File: src/hw/rtl/ptt_pkg.sv
`default_nettype none

package ptt_pkg;

    // Fixed field widths of the channels.
    localparam int OP_W     = 3;
    localparam int SLOT_W   = 4;
    localparam int MODE_W   = 2;
    localparam int COUNT_W  = 16;
    localparam int TIME_W   = 32;
    localparam int CLOCK_W  = 64;
    localparam int STATUS_W = 2;

    localparam int NUM_TASKS_DEF  = 16;
    localparam int COUNT_BITS_DEF = 16;

    localparam logic [OP_W-1:0] OP_ADVANCE = 3'd0;
    localparam logic [OP_W-1:0] OP_ADD     = 3'd1;
    localparam logic [OP_W-1:0] OP_DELETE  = 3'd2;
    localparam logic [OP_W-1:0] OP_EDIT    = 3'd3;
    localparam logic [OP_W-1:0] OP_SCAN    = 3'd4;

    localparam logic [MODE_W-1:0] MODE_STOP    = 2'd0;
    localparam logic [MODE_W-1:0] MODE_CONT    = 2'd1;
    localparam logic [MODE_W-1:0] MODE_COUNTED = 2'd2;
    localparam logic [MODE_W-1:0] MODE_ONCE    = 2'd3;

    localparam logic [STATUS_W-1:0] ST_ACK   = 2'd0;
    localparam logic [STATUS_W-1:0] ST_FIRED = 2'd1;
    localparam logic [STATUS_W-1:0] ST_FULL  = 2'd2;
    localparam logic [STATUS_W-1:0] ST_DONE  = 2'd3;

    // Commands from the controller to the datapath.
    typedef struct packed {
        logic                latch;
        logic                advance;
        logic                delete_slot;
        logic                edit_wr;
        logic                clear_idx;
        logic                inc_idx;
        logic                add_wr;
        logic                mem_rd;
        logic                eval;
        logic                fire_wr;
        logic                emit;
        logic [STATUS_W-1:0] emit_st;
        logic                emit_idx;
    } ptt_cmd_t;

    // Status from the datapath to the controller.
    typedef struct packed {
        logic [OP_W-1:0] op;
        logic            idx_end;
        logic            idx_free;
        logic            fire;
        logic            out_free;
    } ptt_sts_t;

endpackage

`default_nettype wire

File: src/hw/rtl/ptt_req_if.sv
`default_nettype none

interface ptt_req_if import ptt_pkg::*; ();
    logic              valid;
    logic              ready;
    logic [OP_W-1:0]   opcode;
    logic [SLOT_W-1:0] slot;
    logic [MODE_W-1:0] task_mode;
    logic [COUNT_W-1:0] run_count;
    logic [TIME_W-1:0] interval_ms;
    logic [TIME_W-1:0] advance_ms;

    modport source (
        output valid, opcode, slot, task_mode, run_count, interval_ms, advance_ms,
        input  ready
    );

    modport sink (
        input  valid, opcode, slot, task_mode, run_count, interval_ms, advance_ms,
        output ready
    );
endinterface

`default_nettype wire

File: src/hw/rtl/ptt_rsp_if.sv
`default_nettype none

interface ptt_rsp_if import ptt_pkg::*; ();
    logic                valid;
    logic                ready;
    logic [STATUS_W-1:0] status;
    logic [SLOT_W-1:0]   result_slot;
    logic [COUNT_W-1:0]  count_left;
    logic                last;

    modport source (
        output valid, status, result_slot, count_left, last,
        input  ready
    );

    modport sink (
        input  valid, status, result_slot, count_left, last,
        output ready
    );
endinterface

`default_nettype wire

File: src/hw/rtl/periodic_task_timer_table.sv
`default_nettype none

// Periodic task timer table: a 64-bit millisecond clock and NUM_TASKS task slots, driven
// by request words (advance, add, delete, edit, scan) and answered by result words, the
// final one of each request flagged by last. Advance, delete, edit and unknown opcodes
// go from decode straight to the emit state for their acknowledge. An add searches the
// used flags one slot per cycle until it finds a free slot or reaches the end. A scan
// takes each slot through memory read, due check, and write-back with fire word, because
// slot data sits in a table with a registered read; a fire word may wait for the output
// to drain. One request is handled at a time; the next is taken as soon as the previous
// closing word sits in the output register.
// The slot table needs no clearing after reset: only the used flags are reset.
module periodic_task_timer_table import ptt_pkg::*;
#(
    parameter int NUM_TASKS  = NUM_TASKS_DEF,
    parameter int COUNT_BITS = COUNT_BITS_DEF
)
(
    input  wire logic clk,
    input  wire logic rst_n,
    ptt_req_if.sink   req,
    ptt_rsp_if.source rsp
);

    ptt_cmd_t cmd;
    ptt_sts_t sts;
    logic     in_ready;

    assign req.ready = in_ready;

    ptt_ctrl u_ctrl (
        .clk      (clk),
        .rst_n    (rst_n),
        .in_valid (req.valid),
        .in_ready (in_ready),
        .sts      (sts),
        .cmd      (cmd)
    );

    ptt_datapath #(
        .NUM_TASKS  (NUM_TASKS),
        .COUNT_BITS (COUNT_BITS)
    ) u_datapath (
        .clk         (clk),
        .rst_n       (rst_n),
        .cmd         (cmd),
        .sts         (sts),
        .opcode      (req.opcode),
        .slot        (req.slot),
        .task_mode   (req.task_mode),
        .run_count   (req.run_count),
        .interval_ms (req.interval_ms),
        .advance_ms  (req.advance_ms),
        .rsp         (rsp)
    );

endmodule

`default_nettype wire

File: src/hw/rtl/ptt_ctrl.sv
`default_nettype none

module ptt_ctrl import ptt_pkg::*;
(
    input  wire logic     clk,
    input  wire logic     rst_n,
    input  wire logic     in_valid,
    output logic          in_ready,
    input  wire ptt_sts_t sts,
    output ptt_cmd_t      cmd
);

    typedef enum logic [2:0] {
        S_IDLE,
        S_DECODE,
        S_ADD_SRCH,
        S_SCAN_RD,
        S_SCAN_EVAL,
        S_SCAN_FIRE,
        S_EMIT
    } state_t;

    state_t              state_reg;
    logic [STATUS_W-1:0] st_reg;
    logic                idx_sel_reg;

    assign in_ready = (state_reg == S_IDLE);

    always_comb
    begin
        cmd       = '0;
        cmd.latch = in_valid && (state_reg == S_IDLE);
        unique case (state_reg)
            S_IDLE:
            begin
            end
            S_DECODE:
            begin
                unique case (sts.op)
                    OP_ADVANCE: cmd.advance     = 1'b1;
                    OP_DELETE:  cmd.delete_slot = 1'b1;
                    OP_EDIT:    cmd.edit_wr     = 1'b1;
                    OP_ADD:     cmd.clear_idx   = 1'b1;
                    OP_SCAN:    cmd.clear_idx   = 1'b1;
                    default:
                    begin
                    end
                endcase
            end
            S_ADD_SRCH:
            begin
                if (!sts.idx_end)
                begin
                    if (sts.idx_free)
                        cmd.add_wr = 1'b1;
                    else
                        cmd.inc_idx = 1'b1;
                end
            end
            S_SCAN_RD:
            begin
                cmd.mem_rd = !sts.idx_end;
            end
            S_SCAN_EVAL:
            begin
                cmd.eval = 1'b1;
            end
            S_SCAN_FIRE:
            begin
                if (!sts.fire)
                    cmd.inc_idx = 1'b1;
                else if (sts.out_free)
                begin
                    cmd.fire_wr  = 1'b1;
                    cmd.emit     = 1'b1;
                    cmd.emit_st  = ST_FIRED;
                    cmd.emit_idx = 1'b1;
                    cmd.inc_idx  = 1'b1;
                end
            end
            S_EMIT:
            begin
                if (sts.out_free)
                begin
                    cmd.emit     = 1'b1;
                    cmd.emit_st  = st_reg;
                    cmd.emit_idx = idx_sel_reg;
                end
            end
            default:
            begin
            end
        endcase
    end

    always_ff @(posedge clk or negedge rst_n)
    begin
        if (!rst_n)
        begin
            state_reg   <= S_IDLE;
            st_reg      <= ST_ACK;
            idx_sel_reg <= 1'b0;
        end
        else
        begin
            unique case (state_reg)
                S_IDLE:
                begin
                    if (in_valid)
                        state_reg <= S_DECODE;
                end
                S_DECODE:
                begin
                    st_reg      <= ST_ACK;
                    idx_sel_reg <= 1'b0;
                    unique case (sts.op)
                        OP_ADD:  state_reg <= S_ADD_SRCH;
                        OP_SCAN: state_reg <= S_SCAN_RD;
                        default: state_reg <= S_EMIT;
                    endcase
                end
                S_ADD_SRCH:
                begin
                    if (sts.idx_end)
                    begin
                        st_reg    <= ST_FULL;
                        state_reg <= S_EMIT;
                    end
                    else if (sts.idx_free)
                    begin
                        idx_sel_reg <= 1'b1;
                        state_reg   <= S_EMIT;
                    end
                end
                S_SCAN_RD:
                begin
                    if (sts.idx_end)
                    begin
                        st_reg    <= ST_DONE;
                        state_reg <= S_EMIT;
                    end
                    else
                        state_reg <= S_SCAN_EVAL;
                end
                S_SCAN_EVAL:
                begin
                    state_reg <= S_SCAN_FIRE;
                end
                S_SCAN_FIRE:
                begin
                    if (!sts.fire || sts.out_free)
                        state_reg <= S_SCAN_RD;
                end
                S_EMIT:
                begin
                    if (sts.out_free)
                        state_reg <= S_IDLE;
                end
                default:
                begin
                    state_reg <= S_IDLE;
                end
            endcase
        end
    end

endmodule

`default_nettype wire

File: src/hw/rtl/ptt_datapath.sv
`default_nettype none

module ptt_datapath import ptt_pkg::*;
#(
    parameter int NUM_TASKS  = NUM_TASKS_DEF,
    parameter int COUNT_BITS = COUNT_BITS_DEF
)
(
    input  wire logic               clk,
    input  wire logic               rst_n,
    input  wire ptt_cmd_t           cmd,
    output ptt_sts_t                sts,
    input  wire logic [OP_W-1:0]    opcode,
    input  wire logic [SLOT_W-1:0]  slot,
    input  wire logic [MODE_W-1:0]  task_mode,
    input  wire logic [COUNT_W-1:0] run_count,
    input  wire logic [TIME_W-1:0]  interval_ms,
    input  wire logic [TIME_W-1:0]  advance_ms,
    ptt_rsp_if.source               rsp
);

    localparam int IDX_W = (NUM_TASKS > 1) ? $clog2(NUM_TASKS) : 1;
    localparam int CNT_W = $clog2(NUM_TASKS + 1);
    localparam int RNG_W = (CNT_W > SLOT_W) ? CNT_W : SLOT_W;
    localparam int IXS_W = (IDX_W > SLOT_W) ? IDX_W : SLOT_W;
    localparam int CX_W  = (COUNT_BITS > COUNT_W) ? COUNT_BITS : COUNT_W;

    typedef struct packed {
        logic [MODE_W-1:0]     mode;
        logic [COUNT_BITS-1:0] count;
        logic [TIME_W-1:0]     interval;
        logic [CLOCK_W-1:0]    deadline;
    } entry_t;

    // Latched input word.
    logic [OP_W-1:0]       op_reg;
    logic [SLOT_W-1:0]     slot_reg;
    logic [MODE_W-1:0]     mode_reg;
    logic [COUNT_BITS-1:0] count_reg;
    logic [TIME_W-1:0]     interval_reg;
    logic [TIME_W-1:0]     adv_reg;

    logic [CLOCK_W-1:0]    clock_reg;
    logic [NUM_TASKS-1:0]  used_reg;
    logic [CNT_W-1:0]      idx_reg;

    entry_t                mem [NUM_TASKS];
    entry_t                rd_reg;

    logic                  fire_reg;
    logic [COUNT_BITS-1:0] cnt_new_reg;
    logic [CLOCK_W-1:0]    dl_new_reg;

    logic                  out_valid_reg;
    logic [STATUS_W-1:0]   out_status_reg;
    logic [SLOT_W-1:0]     out_slot_reg;
    logic [COUNT_W-1:0]    out_count_reg;
    logic                  out_last_reg;

    logic [IDX_W-1:0]      idx_i;
    logic [IDX_W-1:0]      slot_i;
    logic                  slot_ok;
    logic                  out_free;
    logic                  fire_now;
    logic                  wr_en;
    logic [IDX_W-1:0]      wr_addr;
    entry_t                wr_data;
    logic [CLOCK_W-1:0]    arm_sum;
    logic [CLOCK_W-1:0]    rearm_sum;

    assign idx_i    = idx_reg[IDX_W-1:0];
    assign slot_i   = IDX_W'(IXS_W'(slot_reg));
    assign slot_ok  = RNG_W'(slot_reg) < RNG_W'(NUM_TASKS);
    assign out_free = !out_valid_reg || rsp.ready;

    assign arm_sum   = clock_reg + CLOCK_W'(interval_reg);
    assign rearm_sum = clock_reg + CLOCK_W'(rd_reg.interval);

    // A used, non-STOP slot (COUNTED: count>0) is due if deadline <= clock (64-bit).
    assign fire_now = used_reg[idx_i] && (rd_reg.mode != MODE_STOP)
                      && !((rd_reg.mode == MODE_COUNTED) && (rd_reg.count == '0))
                      && (rd_reg.deadline <= clock_reg);

    always_comb
    begin
        if (cmd.fire_wr)
        begin
            wr_en   = (rd_reg.mode != MODE_ONCE);
            wr_addr = idx_i;
            wr_data = '{mode: rd_reg.mode, count: cnt_new_reg,
                        interval: rd_reg.interval, deadline: dl_new_reg};
        end
        else
        begin
            wr_en   = cmd.add_wr || (cmd.edit_wr && slot_ok);
            wr_addr = cmd.edit_wr ? slot_i : idx_i;
            wr_data = '{mode: mode_reg, count: count_reg,
                        interval: interval_reg, deadline: arm_sum};
        end
    end

    assign sts.op       = op_reg;
    assign sts.idx_end  = (idx_reg == CNT_W'(NUM_TASKS));
    assign sts.idx_free = !used_reg[idx_i];
    assign sts.fire     = fire_reg;
    assign sts.out_free = out_free;

    assign rsp.valid       = out_valid_reg;
    assign rsp.status      = out_status_reg;
    assign rsp.result_slot = out_slot_reg;
    assign rsp.count_left  = out_count_reg;
    assign rsp.last        = out_last_reg;

    always_ff @(posedge clk)
    begin
        if (cmd.latch)
        begin
            op_reg       <= opcode;
            slot_reg     <= slot;
            mode_reg     <= task_mode;
            count_reg    <= COUNT_BITS'(CX_W'(run_count));
            interval_reg <= interval_ms;
            adv_reg      <= advance_ms;
        end
        if (cmd.mem_rd)
            rd_reg <= mem[idx_i];
        if (wr_en)
            mem[wr_addr] <= wr_data;
        if (cmd.eval)
        begin
            cnt_new_reg <= (rd_reg.mode == MODE_COUNTED) ? rd_reg.count - COUNT_BITS'(1)
                                                         : rd_reg.count;
            dl_new_reg  <= rearm_sum;
        end
        if (cmd.emit)
        begin
            out_status_reg <= cmd.emit_st;
            out_slot_reg   <= cmd.emit_idx ? SLOT_W'(IXS_W'(idx_i)) : '0;
            out_count_reg  <= (cmd.emit_st == ST_FIRED) ? COUNT_W'(CX_W'(cnt_new_reg)) : '0;
            out_last_reg   <= (cmd.emit_st != ST_FIRED);
        end
    end

    always_ff @(posedge clk or negedge rst_n)
    begin
        if (!rst_n)
        begin
            clock_reg     <= '0;
            used_reg      <= '0;
            idx_reg       <= '0;
            fire_reg      <= 1'b0;
            out_valid_reg <= 1'b0;
        end
        else
        begin
            if (cmd.advance)
                clock_reg <= clock_reg + CLOCK_W'(adv_reg);
            if (cmd.add_wr)
                used_reg[idx_i] <= 1'b1;
            if (cmd.delete_slot && slot_ok)
                used_reg[slot_i] <= 1'b0;
            if (cmd.fire_wr && (rd_reg.mode == MODE_ONCE))
                used_reg[idx_i] <= 1'b0;
            if (cmd.clear_idx)
                idx_reg <= '0;
            else if (cmd.inc_idx)
                idx_reg <= idx_reg + CNT_W'(1);
            if (cmd.eval)
                fire_reg <= fire_now;
            else if (cmd.inc_idx)
                fire_reg <= 1'b0;
            if (cmd.emit)
                out_valid_reg <= 1'b1;
            else if (rsp.ready)
                out_valid_reg <= 1'b0;
        end
    end

`ifndef ASSERT_OFF
    a_emit_free: assert property (@(posedge clk) disable iff (!rst_n)
        cmd.emit |-> out_free)
        else $error("result word issued while output register is occupied");

    a_fire_due: assert property (@(posedge clk) disable iff (!rst_n)
        cmd.fire_wr |-> fire_reg)
        else $error("slot write-back without a due slot");

    a_add_used: assert property (@(posedge clk) disable iff (!rst_n)
        cmd.add_wr |=> used_reg[$past(idx_i)])
        else $error("added slot not marked used");

    a_advance: assert property (@(posedge clk) disable iff (!rst_n)
        cmd.advance |=> clock_reg == $past(clock_reg) + CLOCK_W'($past(adv_reg)))
        else $error("clock did not advance by the requested amount");
`endif

endmodule

`default_nettype wire
File: src/flat_wrapper.sv
// flat-port wrapper written by rule: the top's interface ports become plain ports
module periodic_task_timer_table_flat import ptt_pkg::*;
#(
    parameter int NUM_TASKS  = NUM_TASKS_DEF,
    parameter int COUNT_BITS = COUNT_BITS_DEF
)
  (clk, rst_n, req_valid, req_opcode, req_slot, req_task_mode, req_run_count, req_interval_ms, req_advance_ms, req_ready, rsp_valid, rsp_status, rsp_result_slot, rsp_count_left, rsp_last, rsp_ready);
  ptt_req_if req_i ();
  ptt_rsp_if rsp_i ();
  input  wire logic clk;
  input  wire logic rst_n;
  input wire logic [$bits(req_i.valid)-1:0] req_valid;
  input wire logic [$bits(req_i.opcode)-1:0] req_opcode;
  input wire logic [$bits(req_i.slot)-1:0] req_slot;
  input wire logic [$bits(req_i.task_mode)-1:0] req_task_mode;
  input wire logic [$bits(req_i.run_count)-1:0] req_run_count;
  input wire logic [$bits(req_i.interval_ms)-1:0] req_interval_ms;
  input wire logic [$bits(req_i.advance_ms)-1:0] req_advance_ms;
  output wire logic [$bits(req_i.ready)-1:0] req_ready;
  output wire logic [$bits(rsp_i.valid)-1:0] rsp_valid;
  output wire logic [$bits(rsp_i.status)-1:0] rsp_status;
  output wire logic [$bits(rsp_i.result_slot)-1:0] rsp_result_slot;
  output wire logic [$bits(rsp_i.count_left)-1:0] rsp_count_left;
  output wire logic [$bits(rsp_i.last)-1:0] rsp_last;
  input wire logic [$bits(rsp_i.ready)-1:0] rsp_ready;
  assign req_i.valid = req_valid;
  assign req_i.opcode = req_opcode;
  assign req_i.slot = req_slot;
  assign req_i.task_mode = req_task_mode;
  assign req_i.run_count = req_run_count;
  assign req_i.interval_ms = req_interval_ms;
  assign req_i.advance_ms = req_advance_ms;
  assign req_ready = req_i.ready;
  assign rsp_valid = rsp_i.valid;
  assign rsp_status = rsp_i.status;
  assign rsp_result_slot = rsp_i.result_slot;
  assign rsp_count_left = rsp_i.count_left;
  assign rsp_last = rsp_i.last;
  assign rsp_i.ready = rsp_ready;
  periodic_task_timer_table #(.NUM_TASKS(NUM_TASKS), .COUNT_BITS(COUNT_BITS)) u_core (.clk(clk), .rst_n(rst_n), .req(req_i), .rsp(rsp_i));
endmodule
File: config.mk
export PLATFORM = sky130hd
export DESIGN_NAME = periodic_task_timer_table_flat
export DESIGN_NICKNAME = d
export VERILOG_FILES = /design/src/hw/rtl/ptt_pkg.sv /design/src/hw/rtl/ptt_req_if.sv /design/src/hw/rtl/ptt_rsp_if.sv /design/src/hw/rtl/periodic_task_timer_table.sv /design/src/hw/rtl/ptt_ctrl.sv /design/src/hw/rtl/ptt_datapath.sv /design/src/flat_wrapper.sv
export SDC_FILE = /design/constraint.sdc
export NUM_CORES = 2
export LEC_CHECK = 0
export ABC_AREA = 1
export BUFFER_PORTS_ARGS = -buffer_cell sky130_fd_sc_hd__buf_2
export CAP_MARGIN = 15
export CORE_MARGIN = 5
export CORE_UTILIZATION = 60
export DETAILED_ROUTE_END_ITERATION = 12
export PLACE_DENSITY = 0.76
export RECOVER_POWER = 25
export SLEW_MARGIN = 25
export SYNTH_ARGS = -nofsm -noshare
export SYNTH_HDL_FRONTEND = slang
export SYNTH_SLANG_ARGS = --single-unit
File: constraint.sdc
create_clock -name clk -period 16.3 [get_ports clk]
set_input_delay 2.445 -clock clk [delete_from_list [all_inputs] [get_ports clk]]
set_output_delay 2.445 -clock clk [all_outputs]
set_load 0.03 [all_outputs]
==> impl_results.md <==
* Max FFs per register at 1824
* Leading cell types in the layout, fill and taps excluded: edfxtp_1, nand2_1, nor2_1
* End point of the critical path: u_core.u_datapath.mem[10][13]
* Final-report max-slew violation count at 1066
* Starting Density at 60.2%
* Max stage delay on crit path at 3.62 ns
* Final Core Density at 66.2%
* Detailed-routing iteration count for the pre-antenna-repair pass at 6
* Fmax at 93.5 MHz
* Primary FF master, synth: edfxtp_1
* Met3 routed WL at 34.5 mm
* Number of flops mapped to enable cells by yosys at 2130
* Maximum number of pins on one net before global-route repair at 257
* Deepest level of the CTS H-tree at 4
* Cell count after placement at 10687
* Finished Cell Area at 106000 sq um
* Clock Sink Count at 2223
* Count of cells resized by post-cts repair at 0
* Crit path time final at 10.70 ns
* CP Cell Sequence: clkinvlp_2 -> ha_1 -> inv_1 -> nor2_1 -> nand2_1 -> nand2_1 -> inv_2 -> nand2_1 -> nand3_1 -> nand3_1 -> nor2_4 -> buf_4 -> buf_4
* Start-to-end type of the worst setup path: flip-flop to flip-flop
* Final hold violation count at 0
* Slack of the worst reg-to-reg path at 5.60 ns
* Critical Path Source Type: flip-flop
* Number of endpoints failing setup at the final stage at 0
* Total CTS buffers at 212
* Unrepaired setup endpoints after global routing: false
* Clk Latency, worst-skew pair at 0.91 ns
* Terminus of the critical flop-to-flop path: u_core.u_datapath.mem[10][13]
* Largest cells by area after synthesis: edfxtp_1, nand2_1, o21ai_0, nor2_1, o22ai_1
* Post-DP HPWL at 182 mm
* Non-filler cells, final at 11079
* Clk Tree Root Cell: clkbuf_16
* Fill cell count at 11892
* Worst Setup End Kind: flip-flop
* Number of antenna violations at the first check in global routing at 26
* Synthesized net count at 8981
* Top routing layer in use: met5
* Synth Cell Area at 96600 sq um
* Number of design-rule violations left by the first detailed-router iteration at 9578
* Cell with the largest stage delay on the worst path: clkinvlp_2
* Crit-path most repeated cell: nand2_1
* DIE WIDTH at 411 microns
* Area growth, synth to finish at 9.83%
* CP required at 16.75 ns
* Placed instance area at 99400 sq um
* Via count of the first global-routing pass at 65541
* Total Neg Setup Slack at 0 ns
* Length in cells of the worst reg-to-reg path at 13
* Floorplan die area at 169000 sq um
* Global-route wire length before repair at 430 mm
* Residual DRC count at 0
* Net count reported at finish at 9004
* Final wirelength at 298 mm
* Drt wl/cell at 26.9 microns
* Worst reg2reg startpoint: u_core.u_datapath.idx_reg[0]
* Worst-case vdd ir drop at 0.147 mV
* Yosys cell types at 50
* Static Leak at 37.5 nW
* Clock transition at path regs at 0.07 ns
* Sequential area share after synthesis at 68.6%
* Synth async-reset ratio at 4.18%
* Synth Register Bits at 2223
* Grt total ovfl at 0
* Hold_buf cts at 0
* Syn Inst Count at 8720
* Vert. Die Dim at 411 microns
* Clock tree from TritonCTS: yes
* Avg Cell Area, Syn at 11.1 sq um
* Total power per unit cell area at 179 nW/um^2
* Data arrival time of the critical path at 11.14 ns
* Pin slew with the least headroom to its limit at 6.04 ns
* Worst hold path type: flip-flop to flip-flop
* Worst clock skew on the final layout at 0.0963 ns
* Headroom to the max-slew limit at -303%
* Largest fanout on the critical path at 134
* Number of vias in the routed layout at 69302
* Standard-cell rows at 147
* Synth warn at 0
* Vias/cell at 6.26
* Library cell occupying the most area in the post-synthesis netlist: edfxtp_1
* Fraction of layout cells with a size suffix above 1 at 5.75%
* Max capacitance violation total at 18
* Wire length the detailed router placed on met1 at 115 mm
* Part of the cycle the worst path needs at 65.6%
* Buffer count from post-CTS setup fixing at 0
* Most common cell after layout, fill and taps aside: edfxtp_1
* Status: finished with violations
* Post-synth top area share at 66.2%
* Violations in the final reports: capacitance limit, slew limit
* Routed met2 length at 136 mm
* Floorplan core area at 160000 sq um
* Top-level I/O count at 118
* CTS max path bufs at 3
* Placer congestion estimate at 1.03
* Antenna Violating Nets Remaining at 0
* First element of the critical path: u_core.u_datapath.idx_reg[0]
* Global-route usage over all layers at 34.8%
* IO buf count at 117
==> critical path: cells and delay by family, from the launching register on <==
family	cells	cell delay (ns)
DFF	1	0.65
and+or+nand+nor	7	1.99
adders and majority gates	1	1.73
buffers and inverters	5	5.74
==> cells by family after synthesis <==
| logic type | share of synthesized area (%) |
|---|---|
| buffers and inverters | 3.79 |
| and+or+nand+nor | 14.9 |
| adders and majority gates | 2.20 |
| AOI/OAI and AO/OA | 9.79 |
| DFF | 68.6 |
| xor gates and xnor gates | 0.698 |
==> cell usage after synthesis (3+ instances only) <==
cell type / n
a21boi_0: 6
o22ai_1: 461
nor4_1: 11
edfxtp_1: 2130
nor2_2: 3
o211ai_1: 5
o21ai_0: 1055
o21a_1: 6
fa_1: 3
a32o_1: 6
a31oi_1: 8
a22o_1: 3
nand2_1: 1768
nand3b_1: 10
or2_2: 16
nand3_1: 257
nand2_2: 3
a21oi_1: 156
nor2_1: 1254
inv_2: 9
buf_4: 3
dfrtp_1: 93
nand4_1: 142
and3_1: 4
o21ai_1: 3
inv_1: 552
a21o_1: 7
xnor2_1: 27
nor2_4: 8
nor4_2: 3
and2_1: 6
buf_1: 23
nor3_1: 53
ha_1: 165
clkbuf_1: 349
xor2_1: 50
buf_2: 28
o21bai_1: 17
==> how the worst min path moves through the flow <==
stage / start / endpoint / slack [ns] / cells past startpoint
detailed placement: u_core.u_datapath.used_reg[15] / u_core.u_datapath.used_reg[15] / 0.49 / 2
CTS: u_core.u_datapath.used_reg[8] / u_core.u_datapath.used_reg[8] / 0.50 / 2
global route: u_core.u_datapath.used_reg[2] / u_core.u_datapath.used_reg[2] / 0.54 / 2
floorplan: u_core.u_datapath.used_reg[14] / u_core.u_datapath.used_reg[14] / 0.46 / 2
global placement: u_core.u_datapath.used_reg[2] / u_core.u_datapath.used_reg[2] / 0.48 / 2
finish: u_core.u_datapath.used_reg[4] / u_core.u_datapath.used_reg[4] / 0.51 / 2
==> per-stage QoR <==
stage	hold slack, ns	setup WS (ns)	power, mW
detailed placement	0.489	8.99	14.0
CTS	0.503	9.89	18.8
global placement	0.478	9.08	13.8
global route	0.537	4.93	19.8
finish	0.506	5.60	19.0
floorplan	0.461	7.77	11.7
==> where the power goes <==
part / internal, mW / switching (mW)
Sequential: 7.42 / 0.415
Clock: 2.68 / 2.17
Combinational: 1.65 / 4.62
Total: 11.8 / 7.20
==> layout make-up <==
cell class,instances,area [sq um],share of cell area [%]
Timing Repair Buffer,212,1410,1.32
Multi-Input combinational cell,5533,26700,25.2
Tap cell,2160,2700,2.55
Sequential cell,2223,66300,62.5
Clock inverter,122,1310,1.24
Antenna cell,4,10.0,0.00943
Clock buffer,264,5540,5.22
Inverter,561,2130,2.00
==> layer usage <==
| layer | up-vias | global-route usage (%) |
|---|---|---|
| met5 | - | 0 |
| met4 | 22 | 13.7 |
| met3 | 683 | 7.74 |
| met2 | 4131 | 53.9 |
| met1 | 33690 | 48.5 |
| li1 | 30776 | - |
No activity file was read; power rests on OpenSTA's default activity.
